--- src/rtl/core/assert_macros.svh ---
// Assertion macros shared by the locator RTL.
// No dependencies; included by the files that carry concurrent checks.
`ifndef ASSERT_MACROS_SVH
`define ASSERT_MACROS_SVH
`ifndef ASSERT_OFF
// Property must hold at every rising edge outside reset.
`define ASSERT_CLK(lbl, clk, rst, prop, msg) \
   lbl: assert property (@(posedge clk) disable iff (rst) (prop)) else $error(msg);
// Condition must never be seen at a rising edge outside reset.
`define ASSERT_NEVER(lbl, clk, rst, cond, msg) \
   lbl: assert property (@(posedge clk) disable iff (rst) !(cond)) else $error(msg);
`else
`define ASSERT_CLK(lbl, clk, rst, prop, msg)
`define ASSERT_NEVER(lbl, clk, rst, cond, msg)
`endif
`endif

--- src/rtl/core/ccbl_pkg.sv ---
// Types and constants of the color column ball locator.
// No dependencies; used by the channel interfaces and every RTL module.
package ccbl_pkg;

   localparam int COLOR_W     = 8;
   localparam int COUNT_W     = 7;
   localparam int COLUMN_W    = 6;
   localparam int PROX_W      = 12;
   localparam int STEER_W     = 3;
   localparam int CSR_INDEX_W = 2;
   localparam int CSR_DATA_W  = 12;
   localparam int SQUARE_W    = 16;
   localparam int HUE_W       = 14;
   localparam int CHROMA_W    = 23;

   localparam logic [COUNT_W-1:0] COUNT_MAX = 7'd127;

   // 1000*g > 1260*r reduces to 50*g > 63*r.
   localparam logic [HUE_W-1:0] HUE_G_MUL = 14'd50;
   localparam logic [HUE_W-1:0] HUE_R_MUL = 14'd63;
   // 100*(r2+g2) > 81*(r2+g2+b2) reduces to 19*(r2+g2) > 81*b2.
   localparam logic [CHROMA_W-1:0] CHROMA_RG_MUL = 23'd19;
   localparam logic [CHROMA_W-1:0] CHROMA_B_MUL  = 23'd81;

   localparam logic [COUNT_W-1:0]  MIN_COUNT_RESET  = 7'd5;
   localparam logic [COLUMN_W-1:0] LEFT_LIMIT_RESET = 6'd23;
   localparam logic [COLUMN_W-1:0] RIGHT_LIMIT_RESET = 6'd29;
   localparam logic [PROX_W-1:0]   NEAR_THRESH_RESET = 12'd105;

   typedef enum logic [CSR_INDEX_W-1:0] {
      CSR_MIN_COUNT   = 2'd0,
      CSR_LEFT_LIMIT  = 2'd1,
      CSR_RIGHT_LIMIT = 2'd2,
      CSR_NEAR_THRESH = 2'd3
   } csr_index_type;

   typedef enum logic [STEER_W-1:0] {
      STEER_CRUISE   = 3'd0,
      STEER_APPROACH = 3'd1,
      STEER_LEFT     = 3'd2,
      STEER_RIGHT    = 3'd3,
      STEER_REACHED  = 3'd4
   } steer_type;

   typedef struct packed {
      logic              column_end;
      logic              frame_end;
      logic [PROX_W-1:0] proximity;
   } pixel_tag_type;

   typedef struct packed {
      logic [COLOR_W-1:0] red;
      logic [COLOR_W-1:0] green;
      logic [COLOR_W-1:0] blue;
      pixel_tag_type      tag;
   } pixel_type;

   typedef struct packed {
      logic          match;
      pixel_tag_type tag;
   } pix_class_type;

   typedef struct packed {
      logic              present;
      logic [PROX_W-1:0] proximity;
   } frame_sum_type;

endpackage

--- src/rtl/core/ccbl_if.sv ---
// Valid/ready channel interfaces of the locator: pixels, results, register writes.
// Depends on ccbl_pkg for field widths.
interface ccbl_req_if;
   logic                             valid;
   logic                             ready;
   logic [ccbl_pkg::COLOR_W-1:0]     red;
   logic [ccbl_pkg::COLOR_W-1:0]     green;
   logic [ccbl_pkg::COLOR_W-1:0]     blue;
   logic                             column_end;
   logic                             frame_end;
   logic [ccbl_pkg::PROX_W-1:0]      front_proximity;

   modport source (output valid, red, green, blue, column_end, frame_end, front_proximity,
                   input ready);
   modport sink (input valid, red, green, blue, column_end, frame_end, front_proximity,
                 output ready);
endinterface

interface ccbl_rsp_if;
   logic                             valid;
   logic                             ready;
   logic                             ball_present;
   logic [ccbl_pkg::COLUMN_W-1:0]    ball_column;
   logic [ccbl_pkg::STEER_W-1:0]     steer;

   modport source (output valid, ball_present, ball_column, steer, input ready);
   modport sink (input valid, ball_present, ball_column, steer, output ready);
endinterface

interface ccbl_csr_if;
   logic                             valid;
   logic                             ready;
   logic [ccbl_pkg::CSR_INDEX_W-1:0] index;
   logic [ccbl_pkg::CSR_DATA_W-1:0]  data;

   modport source (output valid, index, data, input ready);
   modport sink (input valid, index, data, output ready);
endinterface

--- src/rtl/core/color_column_ball_locator.sv ---
// Top level of the color column ball locator: register file, pipeline stall, checks.
// Depends on ccbl_pkg, ccbl_if.sv, ccbl_classifier, ccbl_accumulator, ccbl_steer.
//
//  Channel  Direction  Carries                                      Transfer when
//  req_if   in         one pixel: r, g, b, column/frame end, prox   valid && ready
//  rsp_if   out        ball_present, ball_column, steer per frame   valid && ready
//  csr_if   in         register index and write data                valid && ready
//
// One pixel is taken every clock cycle unless the pipeline is stalled. A frame result is offered
// once the pixel that ends the frame has passed five registers: the input register, loaded
// at that transfer, the squares stage, the match stage, the column accumulator with its summary
// register, and the result register.
// Reset is synchronous and active high; it empties the pipeline, clears the frame
// state and loads the register defaults (5, 23, 29, 105).
// The pixel side stalls only when a finished frame summary waits behind a result that
// the sink has not yet taken; the result register and the summary stage hold two
// frame results between them. Register writes are always taken at once.
`include "assert_macros.svh"

module color_column_ball_locator #(
   parameter int MAX_COLUMNS = 64
) (
   input  logic       clock,
   input  logic       reset,
   ccbl_req_if.sink   req_if,
   ccbl_rsp_if.source rsp_if,
   ccbl_csr_if.sink   csr_if
);

   localparam int IdxW = $clog2(MAX_COLUMNS);

   // Configuration registers.
   logic [ccbl_pkg::COUNT_W-1:0]  min_count_ff;
   logic [ccbl_pkg::COLUMN_W-1:0] left_limit_ff;
   logic [ccbl_pkg::COLUMN_W-1:0] right_limit_ff;
   logic [ccbl_pkg::PROX_W-1:0]   near_thresh_ff;
   ccbl_pkg::csr_index_type       csr_index;

   ccbl_pkg::pixel_type           in_pix;
   logic                          en;
   logic                          cls_valid;
   ccbl_pkg::pix_class_type       cls;
   logic                          sum_valid;
   ccbl_pkg::frame_sum_type       sum;
   logic [IdxW-1:0]               sum_pos;

   // The register port never pushes back; fields wider than a register are cut
   // to its width.
   assign csr_if.ready = 1'b1;
   assign csr_index    = ccbl_pkg::csr_index_type'(csr_if.index);

   always_ff @(posedge clock) begin
      if (reset) begin
         min_count_ff   <= ccbl_pkg::MIN_COUNT_RESET;
         left_limit_ff  <= ccbl_pkg::LEFT_LIMIT_RESET;
         right_limit_ff <= ccbl_pkg::RIGHT_LIMIT_RESET;
         near_thresh_ff <= ccbl_pkg::NEAR_THRESH_RESET;
      end else if (csr_if.valid) begin
         case (csr_index)
            ccbl_pkg::CSR_MIN_COUNT: begin
               min_count_ff <= csr_if.data[ccbl_pkg::COUNT_W-1:0];
            end
            ccbl_pkg::CSR_LEFT_LIMIT: begin
               left_limit_ff <= csr_if.data[ccbl_pkg::COLUMN_W-1:0];
            end
            ccbl_pkg::CSR_RIGHT_LIMIT: begin
               right_limit_ff <= csr_if.data[ccbl_pkg::COLUMN_W-1:0];
            end
            ccbl_pkg::CSR_NEAR_THRESH: begin
               near_thresh_ff <= csr_if.data[ccbl_pkg::PROX_W-1:0];
            end
            default: begin
            end
         endcase
      end
   end

   // The whole pipeline moves together. It holds only while a frame summary is
   // parked in front of an occupied result register that is not being drained.
   assign en           = !(sum_valid && rsp_if.valid && !rsp_if.ready);
   assign req_if.ready = en;

   always_comb begin
      in_pix.red           = req_if.red;
      in_pix.green         = req_if.green;
      in_pix.blue          = req_if.blue;
      in_pix.tag.column_end = req_if.column_end;
      in_pix.tag.frame_end  = req_if.frame_end;
      in_pix.tag.proximity  = req_if.front_proximity;
   end

   ccbl_classifier u_classifier (
      .clock     (clock),
      .reset     (reset),
      .en        (en),
      .in_valid  (req_if.valid),
      .in_pix    (in_pix),
      .cls_valid (cls_valid),
      .cls       (cls)
   );

   ccbl_accumulator #(
      .MAX_COLUMNS (MAX_COLUMNS)
   ) u_accumulator (
      .clock     (clock),
      .reset     (reset),
      .en        (en),
      .cls_valid (cls_valid),
      .cls       (cls),
      .min_count (min_count_ff),
      .sum_valid (sum_valid),
      .sum       (sum),
      .sum_pos   (sum_pos)
   );

   ccbl_steer #(
      .POS_W (IdxW)
   ) u_steer (
      .clock          (clock),
      .reset          (reset),
      .en             (en),
      .sum_valid      (sum_valid),
      .sum            (sum),
      .sum_pos        (sum_pos),
      .left_limit     (left_limit_ff),
      .right_limit    (right_limit_ff),
      .near_threshold (near_thresh_ff),
      .rsp_if         (rsp_if)
   );

   // The pixel side may only be held off by an untaken result.
   `ASSERT_CLK(a_stall_cause, clock, reset, !req_if.ready |-> (rsp_if.valid && !rsp_if.ready), "pixel input stalled without result backpressure")
   // Nothing is offered right after reset.
   `ASSERT_CLK(a_reset_empty, clock, reset, $past(reset) |-> !rsp_if.valid, "result offered right after reset")
   // Without a ball the column reads zero and the robot cruises.
   `ASSERT_CLK(a_no_ball_fields, clock, reset, (rsp_if.valid && !rsp_if.ball_present) |-> (rsp_if.ball_column == '0 && rsp_if.steer == ccbl_pkg::STEER_CRUISE), "no-ball result with column or steer set")
   // With a ball the robot never cruises.
   `ASSERT_CLK(a_ball_steer, clock, reset, (rsp_if.valid && rsp_if.ball_present) |-> (rsp_if.steer != ccbl_pkg::STEER_CRUISE), "ball result with cruise steering")
   `ASSERT_NEVER(a_steer_range, clock, reset, rsp_if.valid && (rsp_if.steer > ccbl_pkg::STEER_REACHED), "steering code out of range")

endmodule

--- src/rtl/core/ccbl_classifier.sv ---
// Pixel color classifier: input register, squares stage, and match decision stage.
// Depends on ccbl_pkg.
module ccbl_classifier (
   input  logic                    clock,
   input  logic                    reset,
   input  logic                    en,
   input  logic                    in_valid,
   input  ccbl_pkg::pixel_type     in_pix,
   output logic                    cls_valid,
   output ccbl_pkg::pix_class_type cls
);

   logic                              pix_valid_ff;
   ccbl_pkg::pixel_type               pix_ff;

   logic                              sq_valid_ff;
   logic [ccbl_pkg::SQUARE_W-1:0]     sq_r_ff, sq_g_ff, sq_b_ff;
   logic [ccbl_pkg::SQUARE_W-1:0]     sq_r_in, sq_g_in, sq_b_in;
   logic                              hue_ok_ff, hue_ok_in;
   ccbl_pkg::pixel_tag_type           sq_tag_ff;

   logic                              cls_valid_ff;
   ccbl_pkg::pix_class_type           cls_ff, cls_in;

   logic [ccbl_pkg::HUE_W-1:0]        hue_lhs, hue_rhs;
   logic [ccbl_pkg::SQUARE_W:0]       rg_sum;
   logic [ccbl_pkg::CHROMA_W-1:0]     chroma_lhs, chroma_rhs;

   // Squares and the hue test.
   always_comb begin
      sq_r_in   = {8'd0, pix_ff.red}   * {8'd0, pix_ff.red};
      sq_g_in   = {8'd0, pix_ff.green} * {8'd0, pix_ff.green};
      sq_b_in   = {8'd0, pix_ff.blue}  * {8'd0, pix_ff.blue};
      hue_lhs   = ccbl_pkg::HUE_W'(pix_ff.green) * ccbl_pkg::HUE_G_MUL;
      hue_rhs   = ccbl_pkg::HUE_W'(pix_ff.red)   * ccbl_pkg::HUE_R_MUL;
      hue_ok_in = hue_lhs > hue_rhs;
   end

   // Chroma test; a black pixel fails the strict hue compare.
   always_comb begin
      rg_sum       = {1'b0, sq_r_ff} + {1'b0, sq_g_ff};
      chroma_lhs   = ccbl_pkg::CHROMA_W'(rg_sum)  * ccbl_pkg::CHROMA_RG_MUL;
      chroma_rhs   = ccbl_pkg::CHROMA_W'(sq_b_ff) * ccbl_pkg::CHROMA_B_MUL;
      cls_in.match = hue_ok_ff && (chroma_lhs > chroma_rhs);
      cls_in.tag   = sq_tag_ff;
   end

   always_ff @(posedge clock) begin
      if (reset) begin
         pix_valid_ff <= 1'b0;
         sq_valid_ff  <= 1'b0;
         cls_valid_ff <= 1'b0;
      end else if (en) begin
         pix_valid_ff <= in_valid;
         sq_valid_ff  <= pix_valid_ff;
         cls_valid_ff <= sq_valid_ff;
      end
   end

   always_ff @(posedge clock) begin
      if (en) begin
         pix_ff    <= in_pix;
         sq_r_ff   <= sq_r_in;
         sq_g_ff   <= sq_g_in;
         sq_b_ff   <= sq_b_in;
         hue_ok_ff <= hue_ok_in;
         sq_tag_ff <= pix_ff.tag;
         cls_ff    <= cls_in;
      end
   end

   assign cls_valid = cls_valid_ff;
   assign cls       = cls_ff;

endmodule

--- src/rtl/core/ccbl_accumulator.sv ---
// Per-column match counter, best-column tracker and frame summary register.
// Depends on ccbl_pkg.
module ccbl_accumulator #(
   parameter int MAX_COLUMNS = 64
) (
   input  logic                            clock,
   input  logic                            reset,
   input  logic                            en,
   input  logic                            cls_valid,
   input  ccbl_pkg::pix_class_type         cls,
   input  logic [ccbl_pkg::COUNT_W-1:0]    min_count,
   output logic                            sum_valid,
   output ccbl_pkg::frame_sum_type         sum,
   output logic [$clog2(MAX_COLUMNS)-1:0]  sum_pos
);

   localparam int IdxW = $clog2(MAX_COLUMNS);
   localparam int PosW = IdxW + 1;

   logic [ccbl_pkg::COUNT_W-1:0] col_cnt_ff, col_cnt_in;
   logic [PosW-1:0]              col_pos_ff, col_pos_in;
   logic [ccbl_pkg::COUNT_W-1:0] best_cnt_ff, best_cnt_in;
   logic [IdxW-1:0]              best_pos_ff, best_pos_in;
   logic                         flag_ff, flag_in;

   logic                         sum_valid_ff, sum_valid_in;
   ccbl_pkg::frame_sum_type      sum_ff, sum_in;
   logic [IdxW-1:0]              sum_pos_ff, sum_pos_in;

   logic                         in_range, step, close_col;
   logic [ccbl_pkg::COUNT_W-1:0] cnt_now;

   always_comb begin
      in_range  = col_pos_ff < PosW'(MAX_COLUMNS);
      step      = en && cls_valid;
      close_col = cls.tag.column_end || cls.tag.frame_end;

      cnt_now = col_cnt_ff;
      if (in_range && cls.match && (col_cnt_ff != ccbl_pkg::COUNT_MAX)) begin
         cnt_now = col_cnt_ff + 1'b1;
      end

      col_cnt_in  = cnt_now;
      col_pos_in  = col_pos_ff;
      best_cnt_in = best_cnt_ff;
      best_pos_in = best_pos_ff;
      flag_in     = flag_ff;

      if (close_col) begin
         col_cnt_in = '0;
         if (in_range) begin
            // Strictly greater keeps the earliest column on a tie.
            if (cnt_now > best_cnt_ff) begin
               best_cnt_in = cnt_now;
               best_pos_in = col_pos_ff[IdxW-1:0];
            end
            if (cnt_now > min_count) begin
               flag_in = 1'b1;
            end
            col_pos_in = col_pos_ff + 1'b1;
         end
      end

      sum_valid_in      = cls_valid && cls.tag.frame_end;
      sum_in.present    = flag_in;
      sum_in.proximity  = cls.tag.proximity;
      sum_pos_in        = flag_in ? best_pos_in : '0;
   end

   always_ff @(posedge clock) begin
      if (reset) begin
         col_cnt_ff  <= '0;
         col_pos_ff  <= '0;
         best_cnt_ff <= '0;
         best_pos_ff <= '0;
         flag_ff     <= 1'b0;
      end else if (step) begin
         if (cls.tag.frame_end) begin
            col_cnt_ff  <= '0;
            col_pos_ff  <= '0;
            best_cnt_ff <= '0;
            best_pos_ff <= '0;
            flag_ff     <= 1'b0;
         end else begin
            col_cnt_ff  <= col_cnt_in;
            col_pos_ff  <= col_pos_in;
            best_cnt_ff <= best_cnt_in;
            best_pos_ff <= best_pos_in;
            flag_ff     <= flag_in;
         end
      end
   end

   always_ff @(posedge clock) begin
      if (reset) begin
         sum_valid_ff <= 1'b0;
      end else if (en) begin
         sum_valid_ff <= sum_valid_in;
      end
   end

   always_ff @(posedge clock) begin
      if (en) begin
         sum_ff     <= sum_in;
         sum_pos_ff <= sum_pos_in;
      end
   end

   assign sum_valid = sum_valid_ff;
   assign sum       = sum_ff;
   assign sum_pos   = sum_pos_ff;

endmodule

--- src/rtl/core/ccbl_steer.sv ---
// Steering decision and result register driving the result channel.
// Depends on ccbl_pkg and the ccbl_rsp_if interface.
module ccbl_steer #(
   parameter int POS_W = 6
) (
   input  logic                          clock,
   input  logic                          reset,
   input  logic                          en,
   input  logic                          sum_valid,
   input  ccbl_pkg::frame_sum_type       sum,
   input  logic [POS_W-1:0]              sum_pos,
   input  logic [ccbl_pkg::COLUMN_W-1:0] left_limit,
   input  logic [ccbl_pkg::COLUMN_W-1:0] right_limit,
   input  logic [ccbl_pkg::PROX_W-1:0]   near_threshold,
   ccbl_rsp_if.source                    rsp_if
);

   localparam int ExtW = (POS_W > ccbl_pkg::COLUMN_W) ? POS_W : ccbl_pkg::COLUMN_W;

   logic                          rsp_valid_ff;
   logic                          present_ff;
   logic [ccbl_pkg::COLUMN_W-1:0] column_ff, column_in;
   ccbl_pkg::steer_type           steer_ff, steer_in;

   logic [ExtW-1:0]               pos_ext, left_ext, right_ext;
   logic                          load;

   always_comb begin
      pos_ext   = ExtW'(sum_pos);
      left_ext  = ExtW'(left_limit);
      right_ext = ExtW'(right_limit);
      column_in = pos_ext[ccbl_pkg::COLUMN_W-1:0];
      if (!sum.present) begin
         steer_in = ccbl_pkg::STEER_CRUISE;
      end else if (sum.proximity > near_threshold) begin
         steer_in = ccbl_pkg::STEER_REACHED;
      end else if (pos_ext > right_ext) begin
         steer_in = ccbl_pkg::STEER_RIGHT;
      end else if (pos_ext < left_ext) begin
         steer_in = ccbl_pkg::STEER_LEFT;
      end else begin
         steer_in = ccbl_pkg::STEER_APPROACH;
      end
   end

   assign load = en && sum_valid;

   always_ff @(posedge clock) begin
      if (reset) begin
         rsp_valid_ff <= 1'b0;
      end else if (load) begin
         rsp_valid_ff <= 1'b1;
      end else if (rsp_if.ready) begin
         rsp_valid_ff <= 1'b0;
      end
   end

   always_ff @(posedge clock) begin
      if (load) begin
         present_ff <= sum.present;
         column_ff  <= column_in;
         steer_ff   <= steer_in;
      end
   end

   assign rsp_if.valid        = rsp_valid_ff;
   assign rsp_if.ball_present = present_ff;
   assign rsp_if.ball_column  = column_ff;
   assign rsp_if.steer        = steer_ff;

endmodule

--- src/flat_wrapper.sv ---
// flat-port wrapper written by rule: the top's interface ports become plain ports
module color_column_ball_locator_flat 
#(
   parameter int MAX_COLUMNS = 64
)
  (clock, reset, req_if_valid, req_if_red, req_if_green, req_if_blue, req_if_column_end, req_if_frame_end, req_if_front_proximity, req_if_ready, rsp_if_valid, rsp_if_ball_present, rsp_if_ball_column, rsp_if_steer, rsp_if_ready, csr_if_valid, csr_if_index, csr_if_data, csr_if_ready);
  ccbl_req_if req_if_i ();
  ccbl_rsp_if rsp_if_i ();
  ccbl_csr_if csr_if_i ();
  input  logic clock;
  input  logic reset;
  input wire logic [$bits(req_if_i.valid)-1:0] req_if_valid;
  input wire logic [$bits(req_if_i.red)-1:0] req_if_red;
  input wire logic [$bits(req_if_i.green)-1:0] req_if_green;
  input wire logic [$bits(req_if_i.blue)-1:0] req_if_blue;
  input wire logic [$bits(req_if_i.column_end)-1:0] req_if_column_end;
  input wire logic [$bits(req_if_i.frame_end)-1:0] req_if_frame_end;
  input wire logic [$bits(req_if_i.front_proximity)-1:0] req_if_front_proximity;
  output wire logic [$bits(req_if_i.ready)-1:0] req_if_ready;
  output wire logic [$bits(rsp_if_i.valid)-1:0] rsp_if_valid;
  output wire logic [$bits(rsp_if_i.ball_present)-1:0] rsp_if_ball_present;
  output wire logic [$bits(rsp_if_i.ball_column)-1:0] rsp_if_ball_column;
  output wire logic [$bits(rsp_if_i.steer)-1:0] rsp_if_steer;
  input wire logic [$bits(rsp_if_i.ready)-1:0] rsp_if_ready;
  input wire logic [$bits(csr_if_i.valid)-1:0] csr_if_valid;
  input wire logic [$bits(csr_if_i.index)-1:0] csr_if_index;
  input wire logic [$bits(csr_if_i.data)-1:0] csr_if_data;
  output wire logic [$bits(csr_if_i.ready)-1:0] csr_if_ready;
  assign req_if_i.valid = req_if_valid;
  assign req_if_i.red = req_if_red;
  assign req_if_i.green = req_if_green;
  assign req_if_i.blue = req_if_blue;
  assign req_if_i.column_end = req_if_column_end;
  assign req_if_i.frame_end = req_if_frame_end;
  assign req_if_i.front_proximity = req_if_front_proximity;
  assign req_if_ready = req_if_i.ready;
  assign rsp_if_valid = rsp_if_i.valid;
  assign rsp_if_ball_present = rsp_if_i.ball_present;
  assign rsp_if_ball_column = rsp_if_i.ball_column;
  assign rsp_if_steer = rsp_if_i.steer;
  assign rsp_if_i.ready = rsp_if_ready;
  assign csr_if_i.valid = csr_if_valid;
  assign csr_if_i.index = csr_if_index;
  assign csr_if_i.data = csr_if_data;
  assign csr_if_ready = csr_if_i.ready;
  color_column_ball_locator #(.MAX_COLUMNS(MAX_COLUMNS)) u_core (.clock(clock), .reset(reset), .req_if(req_if_i), .rsp_if(rsp_if_i), .csr_if(csr_if_i));
endmodule
--- config.mk ---
export PLATFORM = sky130hd
export DESIGN_NAME = color_column_ball_locator_flat
export DESIGN_NICKNAME = d
export VERILOG_FILES = /design/src/rtl/core/ccbl_pkg.sv /design/src/rtl/core/ccbl_if.sv /design/src/rtl/core/color_column_ball_locator.sv /design/src/rtl/core/ccbl_classifier.sv /design/src/rtl/core/ccbl_accumulator.sv /design/src/rtl/core/ccbl_steer.sv /design/src/flat_wrapper.sv
export VERILOG_INCLUDE_DIRS = /design/src /design/src/rtl/core
export SDC_FILE = /design/constraint.sdc
export NUM_CORES = 1
export LEC_CHECK = 0
export CORE_MARGIN = 2
export CORE_UTILIZATION = 42
export CTS_CLUSTER_DIAMETER = 30
export DETAILED_ROUTE_END_ITERATION = 8
export DONT_BUFFER_PORTS = 1
export MAX_ROUTING_LAYER = met4
export PLACE_DENSITY = 0.59
export SLEW_MARGIN = 25
export SYNTH_ARGS = -nofsm -noshare
export SYNTH_HDL_FRONTEND = slang
export SYNTH_SLANG_ARGS = --single-unit
--- constraint.sdc ---
create_clock -name clock -period 6.58 [get_ports clock]
set_clock_uncertainty 0.2 [all_clocks]
set_input_delay 0.329 -clock clock [delete_from_list [all_inputs] [get_ports clock]]
set_output_delay 0.329 -clock clock [all_outputs]
set_load 0.02 [all_outputs]
==> reports/qor.txt <==
Syn Area/Cell = 10.0 µm²
Std cell rows = 76
Setup slack, reg-to-reg = 330 ps
Antenna violations before repair = 0
Area leader, netlist = edfxtp_1
Pre-CTS setup slack = 238 ps
Worst path max stage delay = 500 ps
Multi-input logic area = 0.0117 mm²
Die area = 0.0456 mm²
Via count = 12700
Routed via count divided by cell count = 4.91
First-pass GRT wire length = 61800 µm
Die width = 214 µm
Post-synth EDFFs = 142
Core utilization of the finished layout = 50.8%
Number of placed I/O pins = 70
# fillers = 3876
Num CTS Buffers = 54
Crit path required time = 6710 ps
Longest Clk Path Bufs = 3
CP endpoint = u_core.u_classifier.cls[14]
Final slew viol count = 0
Fin worst setup slack = 331 ps
Tcrit/Tclk final = 95.0%
Sequential cell area fraction in the yosys report = 30.0%
Slowest cell on the critical path = fa_1
Worst r2r src = u_core.u_classifier.sq_r_ff[3]
Share of cells above drive strength 1 = 6.70%
Hold WC Path Type = in -> reg
Tot GR Track Use = 17.1%
Crit. End Element = flop
CTS Root Cell = clkbuf_16
Headroom to the max-slew limit = 43.7%
CP startpoint kind = flop
N_diodes = 0
Finished Layout Cells = 2585
CP arrival = 6380 ps
Synth unique cells = 65
Mean routed wirelength per cell = 13.8 µm
Worst Max-Slew Pin Slew = 839 ps
Most used DFF post-synth = edfxtp_1
Synth-to-Final Area Change = 19.1%
Commonest cells in the netlist = 337 x ha_1, 318 x inv_1, 142 x edfxtp_1, 130 x nand2_1, 118 x fa_1
Final hold violations = 0
Post-layout nets = 2467
Placed Instances = 2415
Critical R2R Capture = u_core.u_classifier.cls[14]
DRC Markers = 0
Worst skew pair latency = 590 ps
H-tree level count = 2
Drt total wl = 35600 µm
Drt first pass iters = 5
Worst Reg-to-Reg Cells = 27
Most numerous cell on the critical path = ha_1
Pin count of the biggest net entering global routing = 97
Cell with the most instances after synthesis = ha_1
Core area = 0.0433 mm²
Vias in the first global route = 13400
Worst-path clk slew = 50 ps
Synthesized cell area = 0.0185 mm²
Worst hold margin = 26.0 ps
Hold Crit Start = csr_if_index[1]
Status = completed
Port bufs = 0
Post-route antenna net violation count = 0
Final setup violation count = 0
Global route overflow = 0
Sequential cell area = 0.00555 mm²
Final GP Congestion = 0.812
Sinks on Clock Net = 206
Initial drt markers = 576
Yosys warning total = 0
TritonCTS clock tree = done
#FFs+latches synth = 206
Highest clock rate = 0.160 GHz
Mapped Cells = 1843
Ys async rst share = 0%
Max-cap violations = 0
Die Y = 214 µm
Initial core utilization = 42.7%
Synth area leaders = edfxtp_1 23%, ha_1 23%, fa_1 13%, dfxtp_1 6.9%, inv_1 6.5%
Max Fanout on Critical Path = 3
Final min period = 6250 ps
Yosys top cell area share = 23.1%
CP Class = reg -> reg
Detailed Place HPWL = 27300 µm
CP startpoint = u_core.u_classifier.sq_r_ff[3]
[worst max-delay path, delay by kind of cell, from the launching register on]
kind	cells	cell delay [ps]
compound gates	12	2570
fa+ha+maj	5	1650
simple gates	6	920
flops	1	420
buf+inv	3	150
xor+xnor	1	90
[kinds of logic after synthesis]
group	after synthesis	synth area share, %
and+or+nand+nor	412	10.9
adders and majority gates	455	35.6
DFF	206	30.0
xor gates and xnor gates	118	5.64
muxes	10	0.563
buffers and inverters	343	7.00
other	2	0.0407
AOI/OAI and AO/OA	297	10.2
[flip-flops by register name (all words and copies together), names as in the netlist, 12 cells and up]
register,flops
u_core.u_classifier.pix_ff,38
u_core.u_classifier.cls,15
u_core.u_classifier.sq_b_ff,15
u_core.u_classifier.sq_g_ff,15
u_core.u_classifier.sq_r_ff,15
u_core.u_classifier.cls_in,14
u_core.u_accumulator.sum,13
u_core.near_thresh_ff,12
[final cells by class]
type	count	area share, %
Clock buffer	68	7.05
Clock inverter	33	2.40
Inverter	321	5.48
Multi-Input combinational cell	1300	53.2
Sequential cell	206	25.2
Tap cell	585	3.33
Timing Repair Buffer	72	3.26
[what timing repair did]
item                                    in CTS  in global routing
endpoints found under the setup margin       0                  1
setup buffers                                0                  3
gates resized for setup                      0                  7
hold buffers                                66                  0
endpoints found under the hold margin       90                  0
[per-layer routing]
layer	vias up	track usage (%)	wire length [µm]
met5	-	-	0
met4	0	5.53	831
met3	63	3.02	1200
met2	165	29.5	17500
met1	5986	20.4	16100
li1	6468	-	-
[placed cells by master (no fill, tap or decap), types with 41 or more instances in the layout]
master / n
edfxtp_1: 142
xnor2_1: 82
dlygate4sd3_1: 65
a21oi_1: 116
nor2_1: 88
dfxtp_1: 64
ha_1: 336
clkbuf_16: 59
nand2_1: 130
o21ai_0: 41
inv_1: 318
fa_1: 118
[worst min-delay path by stage]
stage,to,slack [ps],depth (start not counted)
global placement,u_core.u_accumulator.sum[5],200,0
detailed placement,u_core.u_accumulator.sum[7],200,0
global route,u_core.near_thresh_ff[0],70,3
CTS,u_core.near_thresh_ff[0],2,3
floorplan,u_core.u_accumulator.sum[0],200,0
finish,u_core.near_thresh_ff[0],30,3
[metrics by stage]
stage / area [µm²] / TNS (ps)
final: 22000 / 0
after detailed placement: 19200 / 0
after global routing: 22000 / -25.7
after global placement: 19200 / 0
after floorplan: 18500 / 0
after CTS: 21900 / 0
Power is not shown: default switching activity piles up to over one toggle a cycle in this logic, so the estimate is an artifact.
